## src/hdl/dpps_pkg.sv

```systemverilog
package dpps_pkg;

    localparam int PROC_SLOTS = 16;
    localparam int SLOT_W     = $clog2(PROC_SLOTS);
    localparam int PID_W      = 5;
    localparam int USAGE_W    = 16;
    localparam int DIVCNT_W   = $clog2(USAGE_W);
    localparam int NICE_W     = 6;
    localparam int BASE_W     = 6;
    localparam int RANK_W     = 18;

    localparam logic [7:0] SLICE_RESET = 8'd10;

    typedef enum logic [2:0] {
        CMD_TICK = 3'd0,
        CMD_FORK = 3'd1,
        CMD_EXIT = 3'd2,
        CMD_WAIT = 3'd3,
        CMD_NICE = 3'd4
    } cmd_code_t;

    typedef enum logic [2:0] {
        ST_OK       = 3'd0,
        ST_NO_SLOT  = 3'd1,
        ST_NO_CHILD = 3'd2,
        ST_BLOCKED  = 3'd3,
        ST_NO_READY = 3'd4
    } status_code_t;

    typedef enum logic [1:0] {
        MODE_READY  = 2'd0,
        MODE_RUN    = 2'd1,
        MODE_SLEEP  = 2'd2,
        MODE_ZOMBIE = 2'd3
    } mode_t;

    typedef struct packed {
        logic [2:0]        command;
        logic signed [7:0] nice_request;
        logic [7:0]        exit_status;
    } request_t;

    typedef struct packed {
        logic [2:0]       status;
        logic [PID_W-1:0] pid_result;
        logic [7:0]       child_code;
        logic [PID_W-1:0] running_pid;
        logic             switched;
    } result_t;

    // controller -> datapath
    typedef struct packed {
        logic load_in;
        logic exec;
        logic scan_clear;
        logic div_start;
        logic div_step;
        logic scan_eval;
        logic scan_adv;
        logic commit;
    } dp_cmd_t;

    // datapath -> controller
    typedef struct packed {
        logic need_resel;
        logic scan_used;
        logic scan_last;
        logic div_last;
    } dp_stat_t;

    function automatic logic [PID_W-1:0] pid_of(input logic [SLOT_W-1:0] s);
        return PID_W'(s) + PID_W'(1);
    endfunction

endpackage

```

## src/hdl/dpps_ctrl.sv

```systemverilog
module dpps_ctrl
    import dpps_pkg::*;
(
    input  logic     clk,
    input  logic     rst_n,
    input  logic     start,
    input  dp_stat_t stat,
    output dp_cmd_t  cmd,
    output logic     busy,
    output logic     done
);

    typedef enum logic [6:0] {
        S_IDLE   = 7'b0000001,
        S_EXEC   = 7'b0000010,
        S_CHECK  = 7'b0000100,
        S_SLOT   = 7'b0001000,
        S_DIV    = 7'b0010000,
        S_EVAL   = 7'b0100000,
        S_COMMIT = 7'b1000000
    } state_t;

    state_t state_reg, state_next;
    logic   done_reg, done_next;

    always_comb
    begin
        state_next = state_reg;
        done_next  = 1'b0;
        cmd        = '0;
        unique case (state_reg)
            S_IDLE:
            begin
                // busy stays high through the result cycle
                if (start && !done_reg)
                begin
                    cmd.load_in = 1'b1;
                    state_next  = S_EXEC;
                end
            end
            S_EXEC:
            begin
                cmd.exec   = 1'b1;
                state_next = S_CHECK;
            end
            S_CHECK:
            begin
                if (stat.need_resel)
                begin
                    cmd.scan_clear = 1'b1;
                    state_next     = S_SLOT;
                end
                else
                begin
                    done_next  = 1'b1;
                    state_next = S_IDLE;
                end
            end
            S_SLOT:
            begin
                if (stat.scan_used)
                begin
                    cmd.div_start = 1'b1;
                    state_next    = S_DIV;
                end
                else
                begin
                    cmd.scan_adv = 1'b1;
                    if (stat.scan_last)
                        state_next = S_COMMIT;
                end
            end
            S_DIV:
            begin
                cmd.div_step = 1'b1;
                if (stat.div_last)
                    state_next = S_EVAL;
            end
            S_EVAL:
            begin
                cmd.scan_eval = 1'b1;
                cmd.scan_adv  = 1'b1;
                state_next    = stat.scan_last ? S_COMMIT : S_SLOT;
            end
            S_COMMIT:
            begin
                cmd.commit = 1'b1;
                done_next  = 1'b1;
                state_next = S_IDLE;
            end
            default:
            begin
                state_next = S_IDLE;
            end
        endcase
    end

    always_ff @(posedge clk or negedge rst_n)
    begin
        if (!rst_n)
        begin
            state_reg <= S_IDLE;
            done_reg  <= 1'b0;
        end
        else
        begin
            state_reg <= state_next;
            done_reg  <= done_next;
        end
    end

    // the result strobe falls in the first idle cycle after the transaction
    assign busy = (state_reg != S_IDLE) || done_reg;
    assign done = done_reg;

    a_done_pulse: assert property (@(posedge clk) disable iff (!rst_n)
        done |=> !done)
        else $error("result strobe longer than one cycle");

    a_accept_busy: assert property (@(posedge clk) disable iff (!rst_n)
        (start && !busy) |=> busy)
        else $error("accepted transaction did not raise busy");

    a_done_idle: assert property (@(posedge clk) disable iff (!rst_n)
        done |-> state_reg == S_IDLE)
        else $error("result strobe outside idle");

endmodule

```

## src/hdl/dpps_datapath.sv

```systemverilog
module dpps_datapath
    import dpps_pkg::*;
(
    input  logic       clk,
    input  logic       rst_n,
    input  dp_cmd_t    cmd,
    input  request_t   request,
    input  logic       cfg_write,
    input  logic [7:0] cfg_data,
    output dp_stat_t   stat,
    output result_t    result
);

    logic              used_reg [PROC_SLOTS];
    logic              used_next [PROC_SLOTS];
    mode_t             mode_reg [PROC_SLOTS];
    mode_t             mode_next [PROC_SLOTS];
    logic [PID_W-1:0]  parent_reg [PROC_SLOTS];
    logic [PID_W-1:0]  parent_next [PROC_SLOTS];
    logic [NICE_W-1:0] nice_reg [PROC_SLOTS];
    logic [NICE_W-1:0] nice_next [PROC_SLOTS];
    logic [USAGE_W-1:0] usage_reg [PROC_SLOTS];
    logic [USAGE_W-1:0] usage_next [PROC_SLOTS];
    logic [7:0]        sused_reg [PROC_SLOTS];
    logic [7:0]        sused_next [PROC_SLOTS];
    logic [7:0]        slen_reg [PROC_SLOTS];
    logic [7:0]        slen_next [PROC_SLOTS];
    logic [7:0]        code_reg [PROC_SLOTS];
    logic [7:0]        code_next [PROC_SLOTS];

    logic [SLOT_W-1:0] active_reg, active_next;
    request_t          req_reg;
    result_t           res_reg, res_next;
    logic              resel_reg, resel_next;

    // scan and divider
    logic [SLOT_W-1:0]   idx_reg, idx_next;
    logic [DIVCNT_W-1:0] dcnt_reg, dcnt_next;
    logic [USAGE_W-1:0]  quo_reg, quo_next;
    logic [BASE_W:0]     rem_reg, rem_next;
    logic [BASE_W-1:0]   base_reg, base_next;
    logic                found_reg, found_next;
    logic signed [RANK_W-1:0] best_rank_reg, best_rank_next;
    logic [SLOT_W-1:0]   best_reg, best_next;

    logic [SLOT_W-1:0]   cur;
    logic [7:0]          sused_inc;
    logic                free_any, has_child, zchild_any;
    logic [SLOT_W-1:0]   free_idx, zchild_idx;
    logic [PID_W-1:0]    my_pid, par_pid;
    logic [SLOT_W-1:0]   par_idx;
    logic                par_ok;
    logic [BASE_W:0]     rem_sh;
    logic signed [RANK_W-1:0] rank_now;
    logic signed [7:0]   nice_clamped;

    assign cur    = active_reg;
    assign my_pid = pid_of(cur);

    always_comb
    begin
        free_any   = 1'b0;
        free_idx   = '0;
        has_child  = 1'b0;
        zchild_any = 1'b0;
        zchild_idx = '0;
        for (int s = PROC_SLOTS - 1; s >= 0; s--)
        begin
            if (!used_reg[s])
            begin
                free_any = 1'b1;
                free_idx = SLOT_W'(s);
            end
            if (SLOT_W'(s) != cur && used_reg[s] && parent_reg[s] == my_pid)
            begin
                has_child = 1'b1;
                if (mode_reg[s] == MODE_ZOMBIE)
                begin
                    zchild_any = 1'b1;
                    zchild_idx = SLOT_W'(s);
                end
            end
        end
    end

    assign par_pid = parent_reg[cur];
    assign par_idx = SLOT_W'(par_pid - PID_W'(1));
    assign par_ok  = (par_pid != '0) && (par_pid <= PID_W'(PROC_SLOTS)) && (par_idx != cur)
                     && used_reg[par_idx] && (mode_reg[par_idx] == MODE_SLEEP);

    always_comb
    begin
        if (req_reg.nice_request > 8'sd19)
            nice_clamped = 8'sd19;
        else if (req_reg.nice_request < -8'sd20)
            nice_clamped = -8'sd20;
        else
            nice_clamped = req_reg.nice_request;
    end

    assign sused_inc = (sused_reg[cur] != 8'hFF) ? sused_reg[cur] + 8'd1 : sused_reg[cur];
    assign rem_sh    = {rem_reg[BASE_W-1:0], quo_reg[USAGE_W-1]};
    assign rank_now  = RANK_W'(signed'({1'b0, base_reg})) - RANK_W'(signed'({1'b0, quo_reg}));

    always_comb
    begin
        used_next     = used_reg;
        mode_next     = mode_reg;
        parent_next   = parent_reg;
        nice_next     = nice_reg;
        usage_next    = usage_reg;
        sused_next    = sused_reg;
        slen_next     = slen_reg;
        code_next     = code_reg;
        active_next   = active_reg;
        res_next      = res_reg;
        resel_next    = resel_reg;
        idx_next      = idx_reg;
        dcnt_next     = dcnt_reg;
        quo_next      = quo_reg;
        rem_next      = rem_reg;
        base_next     = base_reg;
        found_next    = found_reg;
        best_rank_next = best_rank_reg;
        best_next     = best_reg;

        if (cfg_write)
            slen_next[0] = cfg_data;

        if (cmd.load_in)
        begin
            res_next   = '0;
            resel_next = 1'b0;
        end

        if (cmd.exec)
        begin
            unique case (req_reg.command)
                CMD_TICK:
                begin
                    if (usage_reg[cur] != '1)
                        usage_next[cur] = usage_reg[cur] + USAGE_W'(1);
                    sused_next[cur] = sused_inc;
                    resel_next = (sused_inc >= slen_reg[cur]) || mode_reg[cur][1];
                end
                CMD_FORK:
                begin
                    if (free_any)
                    begin
                        used_next[free_idx]   = 1'b1;
                        mode_next[free_idx]   = MODE_READY;
                        parent_next[free_idx] = my_pid;
                        nice_next[free_idx]   = '0;
                        usage_next[free_idx]  = '0;
                        sused_next[free_idx]  = sused_reg[cur];
                        slen_next[free_idx]   = slen_reg[cur];
                        code_next[free_idx]   = '0;
                        res_next.pid_result   = pid_of(free_idx);
                    end
                    else
                        res_next.status = ST_NO_SLOT;
                end
                CMD_EXIT:
                begin
                    mode_next[cur] = MODE_ZOMBIE;
                    code_next[cur] = req_reg.exit_status;
                    if (par_ok)
                    begin
                        mode_next[par_idx] = MODE_RUN;
                        active_next        = par_idx;
                        res_next.switched  = 1'b1;
                    end
                    else
                        resel_next = 1'b1;
                end
                CMD_WAIT:
                begin
                    if (!has_child)
                        res_next.status = ST_NO_CHILD;
                    else if (zchild_any)
                    begin
                        used_next[zchild_idx] = 1'b0;
                        res_next.pid_result   = pid_of(zchild_idx);
                        res_next.child_code   = code_reg[zchild_idx];
                    end
                    else
                    begin
                        mode_next[cur]  = MODE_SLEEP;
                        res_next.status = ST_BLOCKED;
                        resel_next      = 1'b1;
                    end
                end
                CMD_NICE:
                begin
                    nice_next[cur] = nice_clamped[NICE_W-1:0];
                end
                default:
                begin
                end
            endcase
        end

        if (cmd.scan_clear)
        begin
            idx_next   = '0;
            found_next = 1'b0;
            best_next  = '0;
        end

        if (cmd.div_start)
        begin
            base_next = BASE_W'(7'sd20 - 7'(signed'(nice_reg[idx_reg])));
            quo_next  = usage_reg[idx_reg];
            rem_next  = '0;
            dcnt_next = '0;
        end

        // restoring division, one quotient bit per cycle
        if (cmd.div_step)
        begin
            dcnt_next = dcnt_reg + DIVCNT_W'(1);
            if (rem_sh >= {1'b0, base_reg})
            begin
                rem_next = rem_sh - {1'b0, base_reg};
                quo_next = {quo_reg[USAGE_W-2:0], 1'b1};
            end
            else
            begin
                rem_next = rem_sh;
                quo_next = {quo_reg[USAGE_W-2:0], 1'b0};
            end
        end

        if (cmd.scan_eval)
        begin
            // only the active slot can be running; it counts as ready here
            if (!mode_reg[idx_reg][1] && (!found_reg || rank_now > best_rank_reg))
            begin
                found_next     = 1'b1;
                best_rank_next = rank_now;
                best_next      = idx_reg;
            end
        end

        if (cmd.scan_adv)
            idx_next = idx_reg + SLOT_W'(1);

        if (cmd.commit)
        begin
            if (!mode_reg[cur][1])
                mode_next[cur] = MODE_READY;
            if (!found_reg)
                res_next.status = ST_NO_READY;
            else
            begin
                sused_next[best_reg] = '0;
                mode_next[best_reg]  = MODE_RUN;
                if (best_reg != cur)
                begin
                    active_next       = best_reg;
                    res_next.switched = 1'b1;
                end
            end
        end

        res_next.running_pid = pid_of(active_next);
    end

    always_ff @(posedge clk or negedge rst_n)
    begin
        if (!rst_n)
        begin
            for (int s = 0; s < PROC_SLOTS; s++)
            begin
                used_reg[s]   <= (s == 0);
                mode_reg[s]   <= (s == 0) ? MODE_RUN : MODE_READY;
                parent_reg[s] <= (s == 0) ? PID_W'(1) : '0;
                nice_reg[s]   <= '0;
                usage_reg[s]  <= '0;
                sused_reg[s]  <= '0;
                slen_reg[s]   <= (s == 0) ? SLICE_RESET : '0;
                code_reg[s]   <= '0;
            end
            active_reg <= '0;
            resel_reg  <= 1'b0;
            idx_reg    <= '0;
            dcnt_reg   <= '0;
            found_reg  <= 1'b0;
        end
        else
        begin
            used_reg   <= used_next;
            mode_reg   <= mode_next;
            parent_reg <= parent_next;
            nice_reg   <= nice_next;
            usage_reg  <= usage_next;
            sused_reg  <= sused_next;
            slen_reg   <= slen_next;
            code_reg   <= code_next;
            active_reg <= active_next;
            resel_reg  <= resel_next;
            idx_reg    <= idx_next;
            dcnt_reg   <= dcnt_next;
            found_reg  <= found_next;
        end
    end

    always_ff @(posedge clk)
    begin
        if (cmd.load_in)
            req_reg <= request;
        res_reg       <= res_next;
        quo_reg       <= quo_next;
        rem_reg       <= rem_next;
        base_reg      <= base_next;
        best_rank_reg <= best_rank_next;
        best_reg      <= best_next;
    end

    assign stat.need_resel = resel_reg;
    assign stat.scan_used  = used_reg[idx_reg];
    assign stat.scan_last  = (idx_reg == SLOT_W'(PROC_SLOTS - 1));
    assign stat.div_last   = (dcnt_reg == DIVCNT_W'(USAGE_W - 1));
    assign result          = res_reg;

    a_active_used: assert property (@(posedge clk) disable iff (!rst_n)
        used_reg[active_reg])
        else $error("active slot is not in use");

    a_div_in_range: assert property (@(posedge clk) disable iff (!rst_n)
        cmd.div_step |-> (base_reg != '0) && (base_reg <= BASE_W'(40)))
        else $error("divisor out of range");

    a_commit_switch: assert property (@(posedge clk) disable iff (!rst_n)
        (cmd.commit && found_reg && best_reg != active_reg) |=> res_reg.switched)
        else $error("switch not reported");

endmodule

```

## src/hdl/dynamic_priority_process_scheduler_unit.sv

```systemverilog
// Nice-based dynamic priority scheduler over a 16-slot process table. Pulse
// start with a request while busy is low; exactly one result follows, shown
// on result for one cycle with done high. The receiver cannot stall, so
// sample result whenever done is high. Simple commands (fork, nice, a tick
// that leaves the slice running, wait that reaps or finds no child, exit
// that wakes its parent) pass only through the execute and check states. A
// reselection then scans every slot and runs a restoring divide of usage by
// (20 - nice), one quotient bit per cycle, for each used slot. The slice
// length of slot zero is written through cfg_data while the block is idle;
// busy holds cfg_ready low.
module dynamic_priority_process_scheduler_unit
    import dpps_pkg::*;
(
    input  logic       clk,
    input  logic       rst_n,
    input  logic       start,
    output logic       busy,
    input  request_t   request,
    output logic       done,
    output result_t    result,
    input  logic       cfg_valid,
    output logic       cfg_ready,
    input  logic [7:0] cfg_data
);

    dp_cmd_t  dp_cmd;
    dp_stat_t dp_stat;
    logic     busy_int;

    dpps_ctrl u_ctrl (
        .clk   (clk),
        .rst_n (rst_n),
        .start (start),
        .stat  (dp_stat),
        .cmd   (dp_cmd),
        .busy  (busy_int),
        .done  (done)
    );

    dpps_datapath u_dp (
        .clk       (clk),
        .rst_n     (rst_n),
        .cmd       (dp_cmd),
        .request   (request),
        .cfg_write (cfg_valid && cfg_ready),
        .cfg_data  (cfg_data),
        .stat      (dp_stat),
        .result    (result)
    );

    assign busy      = busy_int;
    // configuration transactions only land between commands
    assign cfg_ready = !busy_int;

endmodule
```

## config.mk

```make
export PLATFORM = sky130hd
export DESIGN_NAME = dynamic_priority_process_scheduler_unit
export DESIGN_NICKNAME = d
export VERILOG_FILES = /design/src/hdl/dpps_pkg.sv /design/src/hdl/dpps_ctrl.sv /design/src/hdl/dpps_datapath.sv /design/src/hdl/dynamic_priority_process_scheduler_unit.sv
export SDC_FILE = /design/constraint.sdc
export NUM_CORES = 2
export LEC_CHECK = 0
export BUFFER_PORTS_ARGS = -buffer_cell sky130_fd_sc_hd__buf_2
export CAP_MARGIN = 10
export CORE_AREA = 2 2 298 373
export CTS_CLUSTER_SIZE = 40
export DETAILED_ROUTE_END_ITERATION = 8
export DIE_AREA = 0 0 300 375
export HOLD_SLACK_MARGIN = 0.05
export PLACE_DENSITY = 0.7
export SLEW_MARGIN = 0
export SYNTH_ARGS = -nofsm -noshare
export SYNTH_HDL_FRONTEND = slang
export SYNTH_SLANG_ARGS = --single-unit
```

## constraint.sdc

```tcl
create_clock -name clk -period 6.08 [get_ports clk]
set_input_delay 0.608 -clock clk [delete_from_list [all_inputs] [get_ports clk]]
set_output_delay 0.608 -clock clk [all_outputs]
set_load 0.005 [all_outputs]
```

==> results.md <==
- Initial Utilization: 49.5%
- I/O pin count: 56
- R2R Path End: u_dp.resel_reg
- Htree depth: 3
- Routed Antenna Nets: 0
- Syn nets: 5319
- Root buffer cell: clkbuf_16
- Fin. max-slew vios: 0
- Final Util: between 50% and 60%
- Vias in the first global route: ~44000
- Slew headroom: 13.8%
- Initial antenna violation count: 8
- Vias per cell: 6.78
- Clock tree buffer depth: 3
- Core ar.: 0.109 mm^2
- Clock sink count: just under 1000
- Sequential element share of the synthesized area: between 40% and 50%
- Setup_tns: 0 ns
- YS warnings: 0
- Synthesized area: 0.0541 mm^2
- Fmax: 0.184 GHz
- Setup violations, final: 0
- CP Class: flop to flop
- Reg2reg start: u_dp.active_reg[1]
- Starting DRC count in detailed routing: 5917
- RSZ-0062 raised after global routing: no
- P&R area growth vs syn: 10.4%
- GRT overflow: 0
- Ys async rst share: 90.8%
- CTS tree: yes
- Clock Skews: 0.0502 ns
- Hold endpoint: u_dp.slen_reg[123]
- Slew @ Worst Pin: 1.29 ns
- Crit start category: flop
- Post_cts resized: 0
- FF-to-FF setup slack: between 0.6 and 0.7 ns
- Final #Nets: 5245
- Share of layout cells above drive strength 1: 15.5%
- R2R depth: 16
- WHS Path Cells: 3
- DRT Pass-1 Iters: 6
- Post-synthesis average cell area: a little over 10 um^2
- Worst Hold Class: input pin to flop
- Via Count: 45323
- Die area: 0.113 mm^2
- Worst min-delay path startpoint: cfg_data[3]
- Residual DRC: 0
- Max reg flops: 256
- Power after layout: 18.4 mW
- Worst path arrival time: 5.98 ns
- Pwr Density: roughly 300 mW/mm^2
- Routed len/inst: around 29 um
- Final Critical Period: 5.44 ns
- Peak supply drop: 0.000369 V
- Top_reg_cell synth: dfrtp_1
- Post-DP HPWL: 128000 um
- PortBufs: 55
- FF+latch count, synth: 976
- GP Congestion: about 1.0
- Post-Syn Instances: 5226
- Largest net degree at the start of global routing: 177
- Worst skew pair latency: 0.76 ns
- Fin. Hold Viols: 0
- CP Data Required Time: 6.62 ns
- Gr usage total: 34.1%
- PnR worst setup slack: 0.642 ns
- Yosys cell types: 94
- Final wirelength: 193000 um
- Crit-path max FO: 26
- Site Rows: 136
- Place WS: about 0.79 ns
- Global-route wire length before repair: 287000 um
- Clock-pin transition on the worst setup and hold timing paths: 0.06 ns
- Fin crit share: between 80 and 90%
- CTS buffer count: 100
- Status: finished clean
- Number of synthesized flops with an enable pin: 64
- Die height: 375 um
- Leak pwr: 24.2 nW
- Die Wd: 300 um
- Max_cap viols: 0
- CP Capture Type: flop
-- where the power goes --
group          total, mW  internal, mW  switching, mW  leakage (nW)
Clock               6.78          3.95           2.83          1.77
Sequential          7.31          6.81          0.500          13.0
Combinational       4.28          1.47           2.81          9.43
Total               18.4          12.2           6.14          24.2
-- per-stage QoR --
step / hold slack, ns / std cells / cell area, um^2
final: 0.177 / 6687 / 59700
after global routing: 0.185 / 6687 / 59700
after CTS: 0.142 / 6683 / 59700
after detailed placement: 0.466 / 6476 / 55900
after global placement: 0.456 / 6476 / 55900
after floorplan: 0.312 / 5226 / 54100
-- placed cells by master (no fill, tap or decap), types with 18 or more instances in the layout --
master         count
a21o_1            18
a21oi_1          117
a22o_1            64
a22oi_1          233
a31oi_1           18
a32o_1            24
and2_1            28
and3_1            30
buf_2             56
buf_4            170
clkbuf_16        104
clkbuf_8          19
clkinv_2          20
dfrtp_1          874
dfxtp_1           26
dlygate4sd3_1     20
edfxtp_1          64
ha_1              60
inv_1             89
mux2_2            25
mux2i_1          190
mux4_2           304
nand2_1          846
nand2b_1          23
nand3_1          117
nand4_1           26
nor2_1           303
nor3_1            30
nor4_1            21
o211ai_1          33
o21ai_0          591
o21ai_1           55
o22ai_1          173
o2bb2ai_1         31
xnor2_1           57
xor2_1            43
-- worst max-delay path, cell delays in order (launching register included) --
cell     delay [ns]
dfrtp_4        0.73
buf_4          0.38
mux4_2         0.26
mux4_2         0.51
nand4_1        0.17
nor3_1         0.54
nor2_1         0.20
and3_1         0.26
xnor2_2        0.84
inv_1          0.15
ha_1           0.33
a21oi_1        0.15
nor2b_1        0.06
o21ai_0        0.17
a21oi_1        0.13
o31ai_1        0.27
a32oi_1        0.08
-- metal layers --
layer | GRT usage, % | up-vias | part of all wire [%]
met5 | 0.130 | - | 0.0057
met4 | 22.2 | 2 | 7.7
li1 | - | 19122 | -
met2 | 52.5 | 2847 | 46
met3 | 8.17 | 763 | 10
met1 | 43.2 | 22589 | 36
-- repair_timing --
action	4_1_cts	5_1_grt
hold endpoints to repair	112	0
buffers inserted	0	0
hold buffers	20	0
endpoints found under the setup margin	0	0
-- worst max path at each step --
| stage | from | endpoint | slack (ns) | depth (start not counted) |
|---|---|---|---|---|
| 3_3_place_gp | u_dp.active_reg[0] | u_dp.mode_reg[9] | 0.79 | 17 |
| 6_report | u_dp.active_reg[1] | u_dp.resel_reg | 0.64 | 16 |
| 3_5_place_dp | u_dp.active_reg[0] | u_dp.mode_reg[9] | 0.79 | 17 |
| 2_1_floorplan | u_dp.active_reg[1] | u_dp.result[16] | 0.29 | 26 |
| 5_1_grt | u_dp.active_reg[1] | u_dp.resel_reg | 0.35 | 16 |
| 4_1_cts | u_dp.active_reg[1] | u_dp.resel_reg | 0.76 | 16 |
-- cells by family after synthesis --
group	Yosys count	synth area share (%)
buffers and inverters	528	4.09
AND/OR/NAND/NOR	1536	12.4
AO/OA/AOI/OAI	1476	17.3
multiplexers	528	16.9
flip-flops	976	45.5
adder cells (fa/ha/maj)	62	1.46
XOR/XNOR	120	2.40
-- Yosys cell counts, drive strengths merged (26+ instances only) --
library cell  count  area share [%]
nand4            26            0.30
nand3           119             1.1
buf             130             1.3
inv              96            0.67
mux2             33            0.69
a22o             64             1.0
xnor2            60             1.0
nand2           847             5.9
clkbuf          302             2.1
nor3             35            0.32
o22ai           173             2.0
xor2             43            0.70
and2             31            0.36
o2bb2ai          32            0.53
dfxtp            26            0.96
o211ai           34            0.48
edfxtp           64             3.6
mux4            304              13
o21ai           646             6.0
nor2            309             2.2
dfrtp           880              41
ha               60             1.4
mux2i           191             3.5
and3             30            0.35
a22oi           233             3.2
a21oi           119             1.1
-- layout make-up --
class	count	area, um^2
fillers	9456	49500
inverters	96	362
clock inverters	47	716
flip-flops and latches	976	24600
repair buffers	256	1940
multi-input cells	3722	27300
clock buffers	140	2930
diodes	1	2.50
well taps	1449	1810
Note: power is estimated with default switching activity, not from simulation.
